===== src/hdl/wls_pkg.sv =====
// Shared types and constants for the windowed latency statistics block.
`default_nettype none
package wls_pkg;

  localparam int MODE_W    = 2;
  localparam int CAP_W     = 7;
  localparam int COUNT_W   = 7;
  localparam int TOTAL_W   = 32;
  localparam int PCT_W     = 17;
  localparam int PCT_FRAC  = 16;
  localparam int MIN_CAP   = 8;
  localparam int RESET_CAP = 64;
  localparam int PADDR_W   = 3;
  localparam int PDATA_W   = 32;

  localparam logic [PADDR_W-1:0] REG_CAPACITY = 3'd0;

  typedef enum logic [MODE_W-1:0] {
    MODE_RECORD = 2'd0,
    MODE_SWITCH = 2'd1,
    MODE_CLEAR  = 2'd2,
    MODE_REPORT = 2'd3
  } mode_e;

  typedef enum logic [2:0] {
    ST_IDLE,
    ST_KCALC,
    ST_SCAN,
    ST_DIV,
    ST_WAIT,
    ST_FIN
  } state_e;

endpackage
`default_nettype wire


===== src/hdl/wls_in_if.sv =====
// Input and result channel interfaces of the latency statistics block.
`default_nettype none
interface wls_in_if import wls_pkg::*; #(
  parameter int TIME_WIDTH   = 24,
  parameter int FRAMES_WIDTH = 16
) ();
  logic                    valid;
  logic                    ready;
  logic [MODE_W-1:0]       mode;
  logic [TIME_WIDTH-1:0]   search_time;
  logic [FRAMES_WIDTH-1:0] frames_cmp;
  logic                    over_budget;
  logic [PCT_W-1:0]        percentile;

  modport source (output valid, mode, search_time, frames_cmp, over_budget,
                  percentile, input ready);
  modport sink (input valid, mode, search_time, frames_cmp, over_budget,
                percentile, output ready);
endinterface

interface wls_out_if import wls_pkg::*; #(
  parameter int TIME_WIDTH   = 24,
  parameter int FRAMES_WIDTH = 16
) ();
  logic                    valid;
  logic                    ready;
  logic [COUNT_W-1:0]      sample_count;
  logic [TOTAL_W-1:0]      search_total;
  logic [TOTAL_W-1:0]      switch_total;
  logic [TOTAL_W-1:0]      overrun_total;
  logic [TIME_WIDTH-1:0]   mean_time;
  logic [TIME_WIDTH-1:0]   percentile_time;
  logic [TIME_WIDTH-1:0]   worst_time;
  logic [FRAMES_WIDTH-1:0] mean_frames;

  modport source (output valid, sample_count, search_total, switch_total,
                  overrun_total, mean_time, percentile_time, worst_time,
                  mean_frames, input ready);
  modport sink (input valid, sample_count, search_total, switch_total,
                overrun_total, mean_time, percentile_time, worst_time,
                mean_frames, output ready);
endinterface
`default_nettype wire


===== src/hdl/wls_div.sv =====
// Restoring divider, one quotient bit per cycle.
`default_nettype none
module wls_div #(
  parameter int NW = 31,
  parameter int DW = 7
) (
  input  wire logic          clk_i,
  input  wire logic          rst_ni,
  input  wire logic          start_i,
  input  wire logic [NW-1:0] dividend_i,
  input  wire logic [DW-1:0] divisor_i,
  output logic               busy_o,
  output logic [NW-1:0]      quotient_o
);

  localparam int CNT_W = $clog2(NW + 1);

  logic [NW-1:0]    quo_q, quo_d;
  logic [DW-1:0]    rem_q, rem_d;
  logic [DW-1:0]    div_q;
  logic [CNT_W-1:0] cnt_q;
  logic [DW:0]      trial;
  logic             qbit;

  always_comb begin
    trial = {rem_q, quo_q[NW-1]};
    qbit  = (trial >= {1'b0, div_q});
    rem_d = qbit ? DW'(trial - {1'b0, div_q}) : trial[DW-1:0];
    quo_d = {quo_q[NW-2:0], qbit};
  end

  always_ff @(posedge clk_i or negedge rst_ni) begin
    if (!rst_ni) begin
      cnt_q <= '0;
    end else if (start_i) begin
      cnt_q <= CNT_W'(NW);
    end else if (cnt_q != '0) begin
      cnt_q <= cnt_q - 1'b1;
    end
  end

  always_ff @(posedge clk_i) begin
    if (start_i) begin
      quo_q <= dividend_i;
      rem_q <= '0;
      div_q <= divisor_i;
    end else if (cnt_q != '0) begin
      quo_q <= quo_d;
      rem_q <= rem_d;
    end
  end

  assign busy_o     = (cnt_q != '0);
  assign quotient_o = quo_q;

endmodule
`default_nettype wire


===== src/hdl/windowed_latency_statistics_top.sv =====
// Windowed latency statistics: sample ring, totals and report engine.
//
// Channels: in_i (sink) carries one operation per item, selected by mode:
// record a sample, count a switch, clear the window and totals, or report.
// out_o (source) carries one result item per report; other modes give none.
// An item is taken when valid and ready are both high.
// The APB port holds the window capacity at byte address 0; writing it
// clamps the value to 8..MAX_DEPTH and clears the window and all totals.
//
// Record, switch and clear are applied as they are taken; the next item may
// follow in the next cycle. A report holds off further items until its result
// is loaded: the percentile is found by a bit-by-bit radix select, one full
// pass over the single-ported sample memory per time bit, followed by the
// mean dividers. An empty window skips the sweep and the dividers and goes
// straight to the finish state.
//
// Reset empties the window, zeroes the totals and sets capacity to 64
// (or MAX_DEPTH if smaller). The result waits in an output register; while
// the receiver stalls, records and events are still taken, and a further
// report finishes its sweep then holds until the register frees.
`default_nettype none
module windowed_latency_statistics_top import wls_pkg::*; #(
  parameter int MAX_DEPTH    = 64,
  parameter int TIME_WIDTH   = 24,
  parameter int FRAMES_WIDTH = 16
) (
  input  wire logic               clk_i,
  input  wire logic               rst_ni,
  wls_in_if.sink                  in_i,
  wls_out_if.source               out_o,
  input  wire logic               psel,
  input  wire logic               penable,
  input  wire logic               pwrite,
  input  wire logic [PADDR_W-1:0] paddr,
  input  wire logic [PDATA_W-1:0] pwdata,
  output logic      [PDATA_W-1:0] prdata,
  output logic                    pready
);

  localparam int AW   = (MAX_DEPTH > 1) ? $clog2(MAX_DEPTH) : 1;
  localparam int CW   = $clog2(MAX_DEPTH + 1);
  localparam int TSW  = TIME_WIDTH + CW;
  localparam int FSW  = FRAMES_WIDTH + CW;
  localparam int KPW  = PCT_W + CW;
  localparam int RCAP = (RESET_CAP > MAX_DEPTH) ? MAX_DEPTH : RESET_CAP;

  // sample memories
  logic [TIME_WIDTH-1:0]   time_mem   [MAX_DEPTH];
  logic [FRAMES_WIDTH-1:0] frames_mem [MAX_DEPTH];

  state_e state_q, state_d;

  logic [CW-1:0]      cap_q, fill_q;
  logic [AW-1:0]      wp_q;
  logic [TOTAL_W-1:0] search_q, switch_q, overrun_q;

  logic [CW-1:0]         n_q, k_q, addr_q, cnt_q;
  logic [PCT_W-1:0]      p_q;
  logic                  dv_q;
  logic [TIME_WIDTH-1:0] sel_q, hi_mask_q, prefix_q, worst_q, rd_t_q;
  logic [FRAMES_WIDTH-1:0] rd_f_q;
  logic [TSW-1:0]        tsum_q;
  logic [FSW-1:0]        fsum_q;

  logic          out_valid_q;
  logic          in_acc, cfg_wr, rd_en, pass_end, match, load_out, div_start;
  logic          tdiv_busy, fdiv_busy;
  logic [TSW-1:0] tquo;
  logic [FSW-1:0] fquo;
  logic [KPW-1:0] kprod;
  logic [CW:0]    kraw;
  logic [CW-1:0]  nm1, cap_new;
  logic [CAP_W-1:0] cap_wr;
  mode_e          mode;

  assign mode   = mode_e'(in_i.mode);
  assign in_acc = in_i.valid && in_i.ready;
  assign cfg_wr = psel && penable && pwrite && (paddr == REG_CAPACITY);
  assign pready = 1'b1;
  assign prdata = (paddr == REG_CAPACITY) ? PDATA_W'(cap_q) : '0;

  always_comb begin
    cap_wr = pwdata[CAP_W-1:0];
    if (int'(cap_wr) < MIN_CAP) begin
      cap_new = CW'(MIN_CAP);
    end else if (int'(cap_wr) > MAX_DEPTH) begin
      cap_new = CW'(MAX_DEPTH);
    end else begin
      cap_new = CW'(cap_wr);
    end
  end

  // percentile rank
  assign nm1   = n_q - 1'b1;
  assign kprod = KPW'(p_q) * KPW'(nm1);
  assign kraw  = kprod[KPW-1:PCT_FRAC];

  assign rd_en    = (state_q == ST_SCAN) && (addr_q < n_q);
  assign pass_end = (state_q == ST_SCAN) && !rd_en && !dv_q;
  assign match    = (((rd_t_q ^ prefix_q) & hi_mask_q) == '0) && ((rd_t_q & sel_q) == '0);

  always_comb begin
    state_d   = state_q;
    in_i.ready = 1'b0;
    load_out  = 1'b0;
    div_start = 1'b0;
    unique case (state_q)
      ST_IDLE: begin
        in_i.ready = 1'b1;
        if (in_acc && mode == MODE_REPORT) begin
          state_d = (fill_q == '0) ? ST_FIN : ST_KCALC;
        end
      end
      ST_KCALC: state_d = ST_SCAN;
      ST_SCAN: begin
        if (pass_end && sel_q[0]) begin
          state_d = ST_DIV;
        end
      end
      ST_DIV: begin
        div_start = 1'b1;
        state_d   = ST_WAIT;
      end
      ST_WAIT: begin
        if (!tdiv_busy && !fdiv_busy) begin
          state_d = ST_FIN;
        end
      end
      ST_FIN: begin
        if (!out_valid_q || out_o.ready) begin
          load_out = 1'b1;
          state_d  = ST_IDLE;
        end
      end
      default: state_d = ST_IDLE;
    endcase
  end

  always_ff @(posedge clk_i or negedge rst_ni) begin
    if (!rst_ni) begin
      state_q <= ST_IDLE;
    end else begin
      state_q <= state_d;
    end
  end

  // window control and totals
  always_ff @(posedge clk_i or negedge rst_ni) begin
    if (!rst_ni) begin
      cap_q     <= CW'(RCAP);
      wp_q      <= '0;
      fill_q    <= '0;
      search_q  <= '0;
      switch_q  <= '0;
      overrun_q <= '0;
    end else if (cfg_wr) begin
      cap_q     <= cap_new;
      wp_q      <= '0;
      fill_q    <= '0;
      search_q  <= '0;
      switch_q  <= '0;
      overrun_q <= '0;
    end else if (in_acc) begin
      unique case (mode)
        MODE_RECORD: begin
          wp_q     <= (CW'(wp_q) + 1'b1 == cap_q) ? '0 : wp_q + 1'b1;
          if (fill_q < cap_q) fill_q <= fill_q + 1'b1;
          search_q <= search_q + 1'b1;
          if (in_i.over_budget) overrun_q <= overrun_q + 1'b1;
        end
        MODE_SWITCH: switch_q <= switch_q + 1'b1;
        MODE_CLEAR: begin
          wp_q      <= '0;
          fill_q    <= '0;
          search_q  <= '0;
          switch_q  <= '0;
          overrun_q <= '0;
        end
        MODE_REPORT: ;
        default: ;
      endcase
    end
  end

  always_ff @(posedge clk_i) begin
    if (in_acc && mode == MODE_RECORD) begin
      time_mem[wp_q]   <= in_i.search_time;
      frames_mem[wp_q] <= in_i.frames_cmp;
    end
    if (rd_en) begin
      rd_t_q <= time_mem[addr_q[AW-1:0]];
      rd_f_q <= frames_mem[addr_q[AW-1:0]];
    end
  end

  always_ff @(posedge clk_i or negedge rst_ni) begin
    if (!rst_ni) begin
      dv_q   <= 1'b0;
      addr_q <= '0;
    end else begin
      dv_q <= rd_en;
      if (rd_en) begin
        addr_q <= addr_q + 1'b1;
      end else if (pass_end || state_q == ST_IDLE) begin
        addr_q <= '0;
      end
    end
  end

  // radix select and sums
  always_ff @(posedge clk_i) begin
    if (state_q == ST_IDLE && in_acc) begin
      n_q       <= fill_q;
      p_q       <= in_i.percentile;
      sel_q     <= {1'b1, {(TIME_WIDTH-1){1'b0}}};
      hi_mask_q <= '0;
      prefix_q  <= '0;
      cnt_q     <= '0;
      tsum_q    <= '0;
      fsum_q    <= '0;
      worst_q   <= '0;
    end
    if (state_q == ST_KCALC) begin
      k_q <= (kraw > {1'b0, nm1}) ? nm1 : kraw[CW-1:0];
    end
    if (dv_q) begin
      if (match) cnt_q <= cnt_q + 1'b1;
      if (sel_q[TIME_WIDTH-1]) begin
        tsum_q <= tsum_q + TSW'(rd_t_q);
        fsum_q <= fsum_q + FSW'(rd_f_q);
        if (rd_t_q > worst_q) worst_q <= rd_t_q;
      end
    end
    if (pass_end) begin
      if (k_q >= cnt_q) begin
        prefix_q <= prefix_q | sel_q;
        k_q      <= k_q - cnt_q;
      end
      hi_mask_q <= hi_mask_q | sel_q;
      sel_q     <= sel_q >> 1;
      cnt_q     <= '0;
    end
  end

  wls_div #(.NW(TSW), .DW(CW)) u_tdiv (
    .clk_i      (clk_i),
    .rst_ni     (rst_ni),
    .start_i    (div_start),
    .dividend_i (tsum_q),
    .divisor_i  (n_q),
    .busy_o     (tdiv_busy),
    .quotient_o (tquo)
  );

  wls_div #(.NW(FSW), .DW(CW)) u_fdiv (
    .clk_i      (clk_i),
    .rst_ni     (rst_ni),
    .start_i    (div_start),
    .dividend_i (fsum_q),
    .divisor_i  (n_q),
    .busy_o     (fdiv_busy),
    .quotient_o (fquo)
  );

  // result register
  always_ff @(posedge clk_i or negedge rst_ni) begin
    if (!rst_ni) begin
      out_valid_q <= 1'b0;
    end else if (load_out) begin
      out_valid_q <= 1'b1;
    end else if (out_o.ready) begin
      out_valid_q <= 1'b0;
    end
  end

  always_ff @(posedge clk_i) begin
    if (load_out) begin
      out_o.sample_count    <= COUNT_W'(n_q);
      out_o.search_total    <= search_q;
      out_o.switch_total    <= switch_q;
      out_o.overrun_total   <= overrun_q;
      out_o.mean_time       <= (n_q == '0) ? '0 : tquo[TIME_WIDTH-1:0];
      out_o.percentile_time <= (n_q == '0) ? '0 : prefix_q;
      out_o.worst_time      <= worst_q;
      out_o.mean_frames     <= (n_q == '0) ? '0 : fquo[FRAMES_WIDTH-1:0];
    end
  end

  assign out_o.valid = out_valid_q;

`ifndef SYNTHESIS
  a_fill_cap: assert property (@(posedge clk_i) disable iff (!rst_ni)
    fill_q <= cap_q) else $error("fill exceeds capacity");
  a_wp_cap: assert property (@(posedge clk_i) disable iff (!rst_ni)
    CW'(wp_q) < cap_q) else $error("write pointer beyond capacity");
  a_scan_rank: assert property (@(posedge clk_i) disable iff (!rst_ni)
    (state_q == ST_SCAN) |-> (n_q != '0 && k_q < n_q)) else $error("bad rank in scan");
  a_div_idle: assert property (@(posedge clk_i) disable iff (!rst_ni)
    (state_q == ST_FIN) |-> (!tdiv_busy && !fdiv_busy)) else $error("divider busy at finish");
`endif

endmodule
`default_nettype wire


===== src/flat_wrapper.sv =====
// flat-port wrapper written by rule: the top's interface ports become plain ports
module windowed_latency_statistics_top_flat import wls_pkg::*;
#(
  parameter int MAX_DEPTH    = 64,
  parameter int TIME_WIDTH   = 24,
  parameter int FRAMES_WIDTH = 16
)
  (clk_i, rst_ni, psel, penable, pwrite, paddr, pwdata, prdata, pready, in_i_valid, in_i_mode, in_i_search_time, in_i_frames_cmp, in_i_over_budget, in_i_percentile, in_i_ready, out_o_valid, out_o_sample_count, out_o_search_total, out_o_switch_total, out_o_overrun_total, out_o_mean_time, out_o_percentile_time, out_o_worst_time, out_o_mean_frames, out_o_ready);
  wls_in_if #(.TIME_WIDTH(TIME_WIDTH), .FRAMES_WIDTH(FRAMES_WIDTH)) in_i_i ();
  wls_out_if #(.TIME_WIDTH(TIME_WIDTH), .FRAMES_WIDTH(FRAMES_WIDTH)) out_o_i ();
  input  wire logic clk_i;
  input  wire logic rst_ni;
  input  wire logic psel;
  input  wire logic penable;
  input  wire logic pwrite;
  input  wire logic [PADDR_W-1:0] paddr;
  input  wire logic [PDATA_W-1:0] pwdata;
  output logic      [PDATA_W-1:0] prdata;
  output logic pready;
  input wire logic [$bits(in_i_i.valid)-1:0] in_i_valid;
  input wire logic [$bits(in_i_i.mode)-1:0] in_i_mode;
  input wire logic [$bits(in_i_i.search_time)-1:0] in_i_search_time;
  input wire logic [$bits(in_i_i.frames_cmp)-1:0] in_i_frames_cmp;
  input wire logic [$bits(in_i_i.over_budget)-1:0] in_i_over_budget;
  input wire logic [$bits(in_i_i.percentile)-1:0] in_i_percentile;
  output wire logic [$bits(in_i_i.ready)-1:0] in_i_ready;
  output wire logic [$bits(out_o_i.valid)-1:0] out_o_valid;
  output wire logic [$bits(out_o_i.sample_count)-1:0] out_o_sample_count;
  output wire logic [$bits(out_o_i.search_total)-1:0] out_o_search_total;
  output wire logic [$bits(out_o_i.switch_total)-1:0] out_o_switch_total;
  output wire logic [$bits(out_o_i.overrun_total)-1:0] out_o_overrun_total;
  output wire logic [$bits(out_o_i.mean_time)-1:0] out_o_mean_time;
  output wire logic [$bits(out_o_i.percentile_time)-1:0] out_o_percentile_time;
  output wire logic [$bits(out_o_i.worst_time)-1:0] out_o_worst_time;
  output wire logic [$bits(out_o_i.mean_frames)-1:0] out_o_mean_frames;
  input wire logic [$bits(out_o_i.ready)-1:0] out_o_ready;
  assign in_i_i.valid = in_i_valid;
  assign in_i_i.mode = in_i_mode;
  assign in_i_i.search_time = in_i_search_time;
  assign in_i_i.frames_cmp = in_i_frames_cmp;
  assign in_i_i.over_budget = in_i_over_budget;
  assign in_i_i.percentile = in_i_percentile;
  assign in_i_ready = in_i_i.ready;
  assign out_o_valid = out_o_i.valid;
  assign out_o_sample_count = out_o_i.sample_count;
  assign out_o_search_total = out_o_i.search_total;
  assign out_o_switch_total = out_o_i.switch_total;
  assign out_o_overrun_total = out_o_i.overrun_total;
  assign out_o_mean_time = out_o_i.mean_time;
  assign out_o_percentile_time = out_o_i.percentile_time;
  assign out_o_worst_time = out_o_i.worst_time;
  assign out_o_mean_frames = out_o_i.mean_frames;
  assign out_o_i.ready = out_o_ready;
  windowed_latency_statistics_top #(.MAX_DEPTH(MAX_DEPTH), .TIME_WIDTH(TIME_WIDTH), .FRAMES_WIDTH(FRAMES_WIDTH)) u_core (.clk_i(clk_i), .rst_ni(rst_ni), .in_i(in_i_i), .out_o(out_o_i), .psel(psel), .penable(penable), .pwrite(pwrite), .paddr(paddr), .pwdata(pwdata), .prdata(prdata), .pready(pready));
endmodule

===== config.mk =====
export PLATFORM = sky130hd
export DESIGN_NAME = windowed_latency_statistics_top_flat
export DESIGN_NICKNAME = d
export VERILOG_FILES = /design/src/hdl/wls_pkg.sv /design/src/hdl/wls_in_if.sv /design/src/hdl/wls_div.sv /design/src/hdl/windowed_latency_statistics_top.sv /design/src/flat_wrapper.sv
export SDC_FILE = /design/constraint.sdc
export NUM_CORES = 2
export LEC_CHECK = 0
export BUFFER_PORTS_ARGS = -buffer_cell sky130_fd_sc_hd__buf_2
export CAP_MARGIN = 20
export CORE_MARGIN = 2
export CORE_UTILIZATION = 40
export DETAILED_ROUTE_END_ITERATION = 10
export SLEW_MARGIN = 0
export SYNTH_ARGS = -nofsm -noshare
export SYNTH_HDL_FRONTEND = slang
export SYNTH_HIERARCHICAL = 1
export SYNTH_SLANG_ARGS = --single-unit

===== constraint.sdc =====
create_clock -name clk_i -period 9.1 [get_ports clk_i]
set_input_delay 1.365 -clock clk_i [delete_from_list [all_inputs] [get_ports clk_i]]
set_output_delay 1.365 -clock clk_i [all_outputs]
set_load 0.01 [all_outputs]

==> impl_results.md <==
- Clock tree from TritonCTS: built
- Clock transition at the registers of the reported paths: about 60 ps
- Share of synthesized cell area in and, or, nand and nor gates: 0.04334
- Mean cell area of the mapped netlist: 17.80 sq um
- Proportion of synthesized chip area in sequential cells: 0.7212
- Vias post-DR: ~71k
- Portion of netlist area occupied by mux cells: 0.1253
- Final setup violation count: 0
- Multi-input logic area: 0.03441 sq mm
- Clock root buffer master: sky130_fd_sc_hd__clkbuf_16
- Summed instance area of the synthesized netlist: ~0.13 sq mm
- Number of synthesized register bits: 3,199
- Chip Height: 575.0 microns
- Leading cell types in the layout, fill and taps excluded: 2,930 x sky130_fd_sc_hd__edfxtp_1, 523 x sky130_fd_sc_hd__mux4_2, 368 x sky130_fd_sc_hd__mux2i_1, 346 x sky130_fd_sc_hd__clkbuf_16, 283 x sky130_fd_sc_hd__nor2_1
- Most common flop cell mapped by yosys: sky130_fd_sc_hd__edfxtp_1
- Via density per instance: between 5 and 6
- Worst-case headroom to the max-slew limit: 0.2309
- Fillers: about 27k
- Number of flops mapped to enable cells by yosys: 2,930
- Register area: around 0.094 sq mm
- Max rail drop VDD: 0.0007039 V
- Most common cell after layout, fill and taps aside: sky130_fd_sc_hd__edfxtp_1
- Async set or reset register ratio after synthesis: 0.04314
- Clock insertion delay at the later pin of the skew report: 950 ps
- Power Density: 281.3 mW/mm^2
- Total global routing track utilization: 0.2087
- Period utilisation layout: 0.8550
- Highest attainable clock frequency: around 0.13 GHz
- Starting Density: 0.4022
- CTS Buf Count: 340
- Required @ worst endpoint: just under 10,000 ps
- Number of buffers inserted by hold repair at cts: 0
- Leak Pwr: approximately 50 nW
- Ratio of cells with drive above 1 in the final layout: 0.2120
- Number of DRC violations after detailed routing: 0
- Summed negative setup slack over all endpoints: 0 ps
- Post-synthesis adder-cell area fraction: 0.02694
- Transition time of the tightest slew-check pin: 1151 ps
- Worst Hold Class: flip-flop to flip-flop
- Maximum clock skew at final layout: 69.56 ps
- Number of instances in the placed design: 11.75k
- Warnings from Yosys: 6
- Post-layout minimum cycle time: 7780 ps
- Combinational family with the most area after synthesis: multiplexers
- GPL Wtd Cong: between 0.8 and 0.9
- Initial antenna violation count: 28
- Antenna Nets Post-Route: 0
- Layout overhead on the synthesized area: 14.41%
- Max Cap Viol: 0
- Worst setup path category: flip-flop to flip-flop
- Global-route wire length before repair: 505,700 microns
- Routed WL per cell: between 20 and 30 microns
- Area of the core: between 0.3 and 0.4 sq mm
- DRT Pass-1 Iters: 6
- Worst Path Max Fanout: 20
- Number of distinct library cell variants in the gate-level netlist after synthesis: 105
- Kind of end point of the critical path: flip-flop
- Sinks on the clock net: 3,199
- Count of input and output buffers: 276
- Largest net degree at the start of global routing: 119
- Largest buffer count on any clock path: 4
- Die Area: between 0.3 and 0.4 sq mm
- Ports placed on the boundary: 328
- Unrepaired setup endpoints after global routing: no
- Number of H-tree levels: 5
- Count of routing violations after the opening detailed-route iteration: just over 8k
- Sum of net half-perimeters after detailed placement: 210,900 microns
- # rows: 209
- Layout net count: 8,124
- Horizontal die dimension: 575.0 microns
- Startpoint class of the critical path: flip-flop
- Post-Synth XOR/XNOR Area: 0.01034
- Global route total overflow: 0
- Buffer count from post-CTS setup fixing: 0
- Wirelength, routed: 352,400 microns
- Worst endpoint data arrival time: between 8000 and 9000 ps
- Status: complete, no violations
- Final Hold Vio Count: 0
- Post-synthesis compound-gate area fraction: 0.05291
- Non-filler cells, final: 12.40k
- Post-CTS Resized: 0
- Slew Viols, Final: 0
- Number of instances in the synthesized netlist: 7,328
- Number of global-route vias before repair: ~70k
- Final Core Density: 0.4602
-- flip-flops by register name, indices dropped and copies added, names as in the netlist, 23 cells and up --
signal and cells:
u_core/overrun_q 32, u_core/switch_q 32, u_core/rd_t_q 24, u_core/sel_q 24, u_core/search_q 32, u_core/time_mem 1536, u_core/u_tdiv/quotient_o 31, u_core/out_o.overrun_total 32
u_core/out_o.mean_time 24, u_core/hi_mask_q 24, u_core/out_o.search_total 32, u_core/out_o.switch_total 32, u_core/fsum_q 23, u_core/worst_q 24, u_core/u_fdiv/quotient_o 23, u_core/prefix_q 24
u_core/tsum_q 31, u_core/out_o.percentile_time 24, u_core/out_o.worst_time 24, u_core/frames_mem 1024
-- cells in the mapped netlist, types with 18 or more instances --
cell type / count / area, sq um
sky130_fd_sc_hd__clkbuf_1: 201 / 754.5
sky130_fd_sc_hd__buf_4: 62 / 465.5
sky130_fd_sc_hd__ha_1: 156 / 1952
sky130_fd_sc_hd__and3_1: 31 / 193.9
sky130_fd_sc_hd__nor3_1: 34 / 170.2
sky130_fd_sc_hd__a21o_1: 32 / 240.2
sky130_fd_sc_hd__mux4_2: 523 / 11780
sky130_fd_sc_hd__nor2_1: 349 / 1310
sky130_fd_sc_hd__nand4_1: 48 / 300.3
sky130_fd_sc_hd__nand3_1: 86 / 430.4
sky130_fd_sc_hd__o22ai_1: 126 / 788.3
sky130_fd_sc_hd__mux2i_1: 368 / 3684
sky130_fd_sc_hd__mux2_2: 78 / 878.3
sky130_fd_sc_hd__xnor2_1: 53 / 464.2
sky130_fd_sc_hd__nand2_1: 256 / 960.9
sky130_fd_sc_hd__buf_2: 68 / 340.3
sky130_fd_sc_hd__xor2_1: 101 / 884.6
sky130_fd_sc_hd__o21ai_0: 248 / 1241
sky130_fd_sc_hd__a31oi_1: 18 / 112.6
sky130_fd_sc_hd__inv_1: 190 / 713.2
sky130_fd_sc_hd__fa_1: 78 / 1562
sky130_fd_sc_hd__o221ai_1: 174 / 1524
sky130_fd_sc_hd__and2_1: 170 / 1064
sky130_fd_sc_hd__dfrtp_1: 137 / 3428
sky130_fd_sc_hd__a21oi_1: 251 / 1256
sky130_fd_sc_hd__a22oi_1: 24 / 180.2
sky130_fd_sc_hd__edfxtp_1: 2930 / 87980
sky130_fd_sc_hd__nand2b_1: 25 / 156.4
sky130_fd_sc_hd__buf_1: 40 / 150.1
sky130_fd_sc_hd__nor2b_1: 31 / 193.9
sky130_fd_sc_hd__dfxtp_1: 131 / 2623
sky130_fd_sc_hd__a211oi_1: 53 / 397.9
-- where the power goes --
part	switching [mW]	leakage, nW	internal (mW)
Combinational	6.14	13.7	4.70
Clock	5.81	5.44	7.96
Sequential	0.624	29.4	16.7
-- critical path: stages (launching register included) --
cell and delay (ps):
sky130_fd_sc_hd__edfxtp_1 600, sky130_fd_sc_hd__inv_2 440, sky130_fd_sc_hd__nand3_1 200, sky130_fd_sc_hd__xnor2_2 820, sky130_fd_sc_hd__buf_4 290, sky130_fd_sc_hd__and2_1 160, sky130_fd_sc_hd__fa_1 440, sky130_fd_sc_hd__fa_1 480
sky130_fd_sc_hd__fa_1 510, sky130_fd_sc_hd__inv_1 50, sky130_fd_sc_hd__fa_1 470, sky130_fd_sc_hd__inv_1 40, sky130_fd_sc_hd__ha_1 280, sky130_fd_sc_hd__a21o_1 180, sky130_fd_sc_hd__a21oi_1 130, sky130_fd_sc_hd__o21ai_0 200
sky130_fd_sc_hd__a22o_1 250, sky130_fd_sc_hd__a211oi_1 400, sky130_fd_sc_hd__o21bai_1 130, sky130_fd_sc_hd__xor2_1 190, sky130_fd_sc_hd__ha_1 290, sky130_fd_sc_hd__nand2_1 60, sky130_fd_sc_hd__o21ai_0 170, sky130_fd_sc_hd__nand2b_1 70
sky130_fd_sc_hd__a21oi_1 190, sky130_fd_sc_hd__nor2_1 60, sky130_fd_sc_hd__o21a_1 210, sky130_fd_sc_hd__a221o_1 340
-- area by class of cell --
class | instances | area share
clock inverter | 217 | 0.01495
inverter | 197 | 0.005165
antenna | 7 | 0.0001174
sequential | 3199 | 0.6305
multi-input combinational | 3574 | 0.2306
clock buffer | 402 | 0.05963
tap | 4325 | 0.03626
timing repair buffer | 476 | 0.02279
-- cells by family after synthesis --
kind of cell / after synthesis
multiplexers: 969
AND/OR/NAND/NOR: 1135
adder cells (fa/ha/maj): 234
buffers and inverters: 579
XOR/XNOR: 154
AO/OA/AOI/OAI: 1056
other: 2
flip-flops: 3199
-- layer usage --
layer | vias to the layer above | GRT usage | wire, microns
met1 | 37770 | 0.2984 | 148700
li1 | 30150 | - | -
met4 | 14 | 0.05369 | 8970
met3 | 464 | 0.03845 | 30240
met5 | - | 0 | 99
met2 | 3078 | 0.3300 | 164300
-- stage by stage --
step | worst slack, ps | power [mW] | area (sq um) | hold WS (ps)
after floorplan | 2228 | 25.41 | 130500 | 408.2
final | 1320 | 41.97 | 149200 | 435.4
after global routing | 743.1 | 44.12 | 149200 | 450.0
after global placement | 1281 | 28.48 | 137500 | 418.6
after detailed placement | 1249 | 28.47 | 137600 | 419.5
after CTS | 1202 | 42.25 | 148700 | 434.6
-- path summary, 6_finish.rpt --
check / cells after the start / slack (ps) / from / to
max: 27 / 1320 / u_core/n_q[0]$_DFFE_PP_ / u_core/k_q[3]$_DFF_P_
min: 0 / 440 / u_core/worst_q[8]$_DFF_P_ / u_core/out_o.worst_time[8]$_DFFE_PP_
max reg2reg: 27 / 1320 / u_core/n_q[0]$_DFFE_PP_ / u_core/k_q[3]$_DFF_P_
min reg2reg: 0 / 440 / u_core/worst_q[8]$_DFF_P_ / u_core/out_o.worst_time[8]$_DFFE_PP_
max in group asynchronous: 2 / 7010 / rst_ni / u_core/addr_q[3]$_DFFE_PN0P_
min in group asynchronous: 1 / 540 / rst_ni / u_core/addr_q[0]$_DFFE_PN0P_
(Power assumes the default switching activity.)
